===== config.mk =====
export PLATFORM = sky130hd
export DESIGN_NAME = frnd_mul
export DESIGN_NICKNAME = d
export VERILOG_FILES = /design/src/rtl/frnd_mul.sv
export SDC_FILE = /design/constraint.sdc
export NUM_CORES = 2
export LEC_CHECK = 0
export BUFFER_PORTS_ARGS = -buffer_cell sky130_fd_sc_hd__buf_2
export CAP_MARGIN = 20
export CORE_MARGIN = 1.5
export CORE_UTILIZATION = 45
export DETAILED_ROUTE_END_ITERATION = 8
export GPL_TIMING_DRIVEN = 0
export MAX_ROUTING_LAYER = met4
export SYNTH_ARGS = -nofsm -noshare
export SYNTH_HDL_FRONTEND = slang
export SYNTH_SLANG_ARGS = --single-unit

===== constraint.sdc =====
create_clock -name clk_i -period 6.5 [get_ports clk_i]
set_input_delay 0.325 -clock clk_i [delete_from_list [all_inputs] [get_ports clk_i]]
set_output_delay 0.325 -clock clk_i [all_outputs]
set_load 0.01 [all_outputs]

===== src/rtl/frnd_mul.sv =====
`timescale 1ns / 1ps
// ----------------------------------------------------------------------------
// frnd_mul
// shared 32 x 32 unsigned multiplier with registered product
// ----------------------------------------------------------------------------
module frnd_mul (
  input  logic        clk_i,
  input  logic [31:0] a_i,
  input  logic [31:0] b_i,
  output logic [63:0] p_o
);

  logic [63:0] p_q;

  always_ff @(posedge clk_i) begin
    p_q <= 64'(a_i) * 64'(b_i);
  end

  assign p_o = p_q;

endmodule


==> impl_metrics.csv <==
group,metric,value,unit
setup_path,cp_max_fo,11,
cells_and_area,area_growth,20.4,%
route,firstDrtPassIters,7,
setup_path,crit_arrival,7.56,ns
timing,finalCritPeriodShare,112,%
grt,grt_max_degree,12,
clocking,cts_tree,"built",
timing,slew_headroom,42.3,%
logic_synthesis,synth-warning-count,0,
cells_and_area,design_area,0.0417,mm^2
route,vias,27900,
clocking,clkTransAtPathRegs,0.06,ns
clocking,cts_inserted_buffers,9,
die,fp.dieArea,0.0787,mm^2
timing,finalSetupViolCount,30,
die,io-pin-count,129,
setup_path,critical_path_class,"input pin to flip-flop",
placed_design,hpwl,109,mm
setup_path,critPathMaxStageDelay,0.57,ns
min_path,hold_path.startpoint,"b_i[0]",
grt,grt_pass1_vias,29100,
die,die_y,281,um
grt,grt_pass1_wl,193,mm
logic_synthesis,syn_nets,4972,
route,drtIter0Drc,2278,
logic_synthesis,synthesis.area,0.0347,mm^2
route,via_per_inst,5.52,
logic_synthesis,synth_top_cell_area_share,51.7,%
grt,gr-total-overflow,0,
timing,tightest_slew,0.865,ns
logic_synthesis,avgSynthCellArea,9.25,um^2
clocking,htreeDepth,3,
logic_synthesis,ys_seq_elements,64,
logic_synthesis,yosysMostFrequentCell,"fa_1",
timing,fin_crit,7.29,ns
logic_synthesis,netlist_instances,3748,
timing,hold_viol,0,
timing,fmax,0.137,GHz
setup_path,timing.critical_path.slowest_stage_cell,"fa_1",
setup_path,startpoint_type,"input pin",
min_path,hold_class,"input pin to flip-flop",
cells_and_area,seqCellArea,0.00128,mm^2
grt,grtUsageTotal,35.9,%
timing,slew_violations,0,
setup_path,path_cells,"buf_2, clkbuf_4, and2_1, fa_1, fa_1, fa_1, fa_1, fa_1, fa_1, fa_1, inv_2, fa_1, inv_2, ha_4, buf_6, nand4_1, or4_4, or3_4, a31oi_4, a31o_4, a211oi_4, o21ai_2, xor2_1",
die,die_x,281,um
cells_and_area,multi_input_area,0.0303,mm^2
die,initial_core_util,45.6,%
setup_path,cpMostUsedCell,"fa_1",
grt,antenna_found_initial,14,
cells_and_area,fill_cells,6995,
timing,rsz0062_at_grt,"true",
cells_and_area,drive_gt1_share,17.8,%
clocking,root_buffer,"clkbuf_16",
die,core,0.0761,mm^2
logic_synthesis,synth_ff_type,"dfxtp_1",
run,cap_violations,0,
route,drc,0,
min_path,hold_depth,2,
logic_synthesis,yosysTopAreaCell,"fa_1",
clocking,clockBufferDepth,2,
logic_synthesis,synth_cell_types,57,
run_status,status,"complete, but fails checks",
clocking,cts_sinks,64,
timing,worst_slack,-0.792,ns
placed_design,place.gp.congestion,1.04,
cells_and_area,largest_reg_flops,64,
route,routed_wl,135,mm
die,row_count,101,
placed_design,io_buffers,128,
logic_synthesis,synth_common_cells,"896 x fa_1, 865 x inv_1, 602 x and2_1, 480 x nand2_1, 263 x ha_1",
cells_and_area,nets,5238,
placed_design,placed_area,0.0371,mm^2
setup_path,end_kind,"flip-flop",
logic_synthesis,async_reset_ff_share,0,%
logic_synthesis,synthTopCellsByArea,"fa_1 52%, and2_1 11%, ha_1 9.5%",
logic_synthesis,yosysSeqAreaShare,3.69,%
logic_synthesis,synth_edf_count,0,
run_status,violations,"setup timing",
route,postRouteAntennaNets,0,
min_path,worstHoldEndpoint,"p_o[0]",
setup_path,required,6.77,ns
route,route.detailed.wl_per_inst,26.7,um
==> cells in the final DEF, fill, tap and decap left out, drive strengths merged, types with 3 or more instances in the layout <==
| cell | count |
|---|---|
| a211oi | 3 |
| a21boi | 3 |
| a21o | 40 |
| a21oi | 66 |
| a221o | 4 |
| a221oi | 4 |
| a31oi | 12 |
| and2 | 602 |
| and3 | 14 |
| and4 | 3 |
| buf | 303 |
| clkbuf | 183 |
| dfxtp | 64 |
| diode | 9 |
| fa | 896 |
| ha | 263 |
| inv | 865 |
| nand2 | 480 |
| nand3 | 10 |
| nand4 | 23 |
| nor2 | 20 |
| nor3 | 7 |
| o21a | 9 |
| o21ai | 26 |
| o21bai | 11 |
| o221ai | 3 |
| o31ai | 5 |
| or2 | 3 |
| or3 | 3 |
| or4 | 3 |
| xnor2 | 35 |
| xor2 | 25 |
==> cells by family after synthesis <==
family / after synthesis / synth area share [%]
AND/OR/NAND/NOR: 1177 / 17.6
flip-flops: 64 / 3.69
multiplexers: 1 / 0.0289
adder cells (fa/ha/maj): 1159 / 61.2
XOR/XNOR: 60 / 1.52
buffers and inverters: 1085 / 11.8
AO/OA/AOI/OAI: 202 / 4.15
==> critical path: cells and delay by family <==
family                   cells  cell delay (ns)
buffers and inverters        5             0.62
XOR/XNOR                     1             0.15
adder cells (fa/ha/maj)      9             4.38
AO/OA/AOI/OAI                4             0.78
AND/OR/NAND/NOR              4             1.28
==> routing by layer <==
metal,part of all wire [%],vias to the layer above,GRT usage [%]
met5,0,-,-
met4,9.2,0,25.3
met3,11,511,8.23
met2,45,1607,53.8
met1,36,14400,42.8
li1,-,11400,-
==> through the flow <==
step           worst slack (ns)  cells  TNS (ns)  util, %  hold slack [ns]
5_1_grt                  -0.808   5054    -17.23     54.9            0.291
3_5_place_dp              -2.11   4906    -62.62     48.7            0.641
4_1_cts                  -0.610   5002    -10.20     53.6            0.281
2_1_floorplan            -0.354   3748     -2.97        -            0.452
6_report                 -0.792   5058    -13.82     54.9            0.291
3_3_place_gp              -2.07   4906    -61.18     48.7            0.642
==> how the worst max path moves through the flow <==
| stage | from | endpoint | slack (ns) |
|---|---|---|---|
| final | b_i[29] | p_o[62] | -0.79 |
| after global placement | a_i[13] | p_o[62] | -2.07 |
| after global routing | b_i[24] | p_o[62] | -0.81 |
| after CTS | a_i[15] | p_o[62] | -0.61 |
| after floorplan | a_i[26] | p_o[62] | -0.35 |
| after detailed placement | a_i[18] | p_o[62] | -2.11 |
==> layout make-up <==
cell class,count,share of cell area [%]
inverters,865,7.78
clock inverters,5,0.192
plain buffers,213,7.53
multi-input cells,2599,72.6
flip-flops and latches,64,3.07
well taps,1030,3.09
diodes,9,0.0540
clock buffers,11,0.582
repair buffers,262,5.06
==> what timing repair did <==
item / in CTS / in global routing
endpoints found under the setup margin: 46 / 40
cloned: 5 / 2
buffers inserted: 85 / 46
pin swaps: 86 / 77
hold buffers: 0 / 0
gates resized for setup: 647 / 204
Power is left out: the tool's default activity adds up to more than one toggle a clock period on the data nets, which glitch-free logic cannot reach.
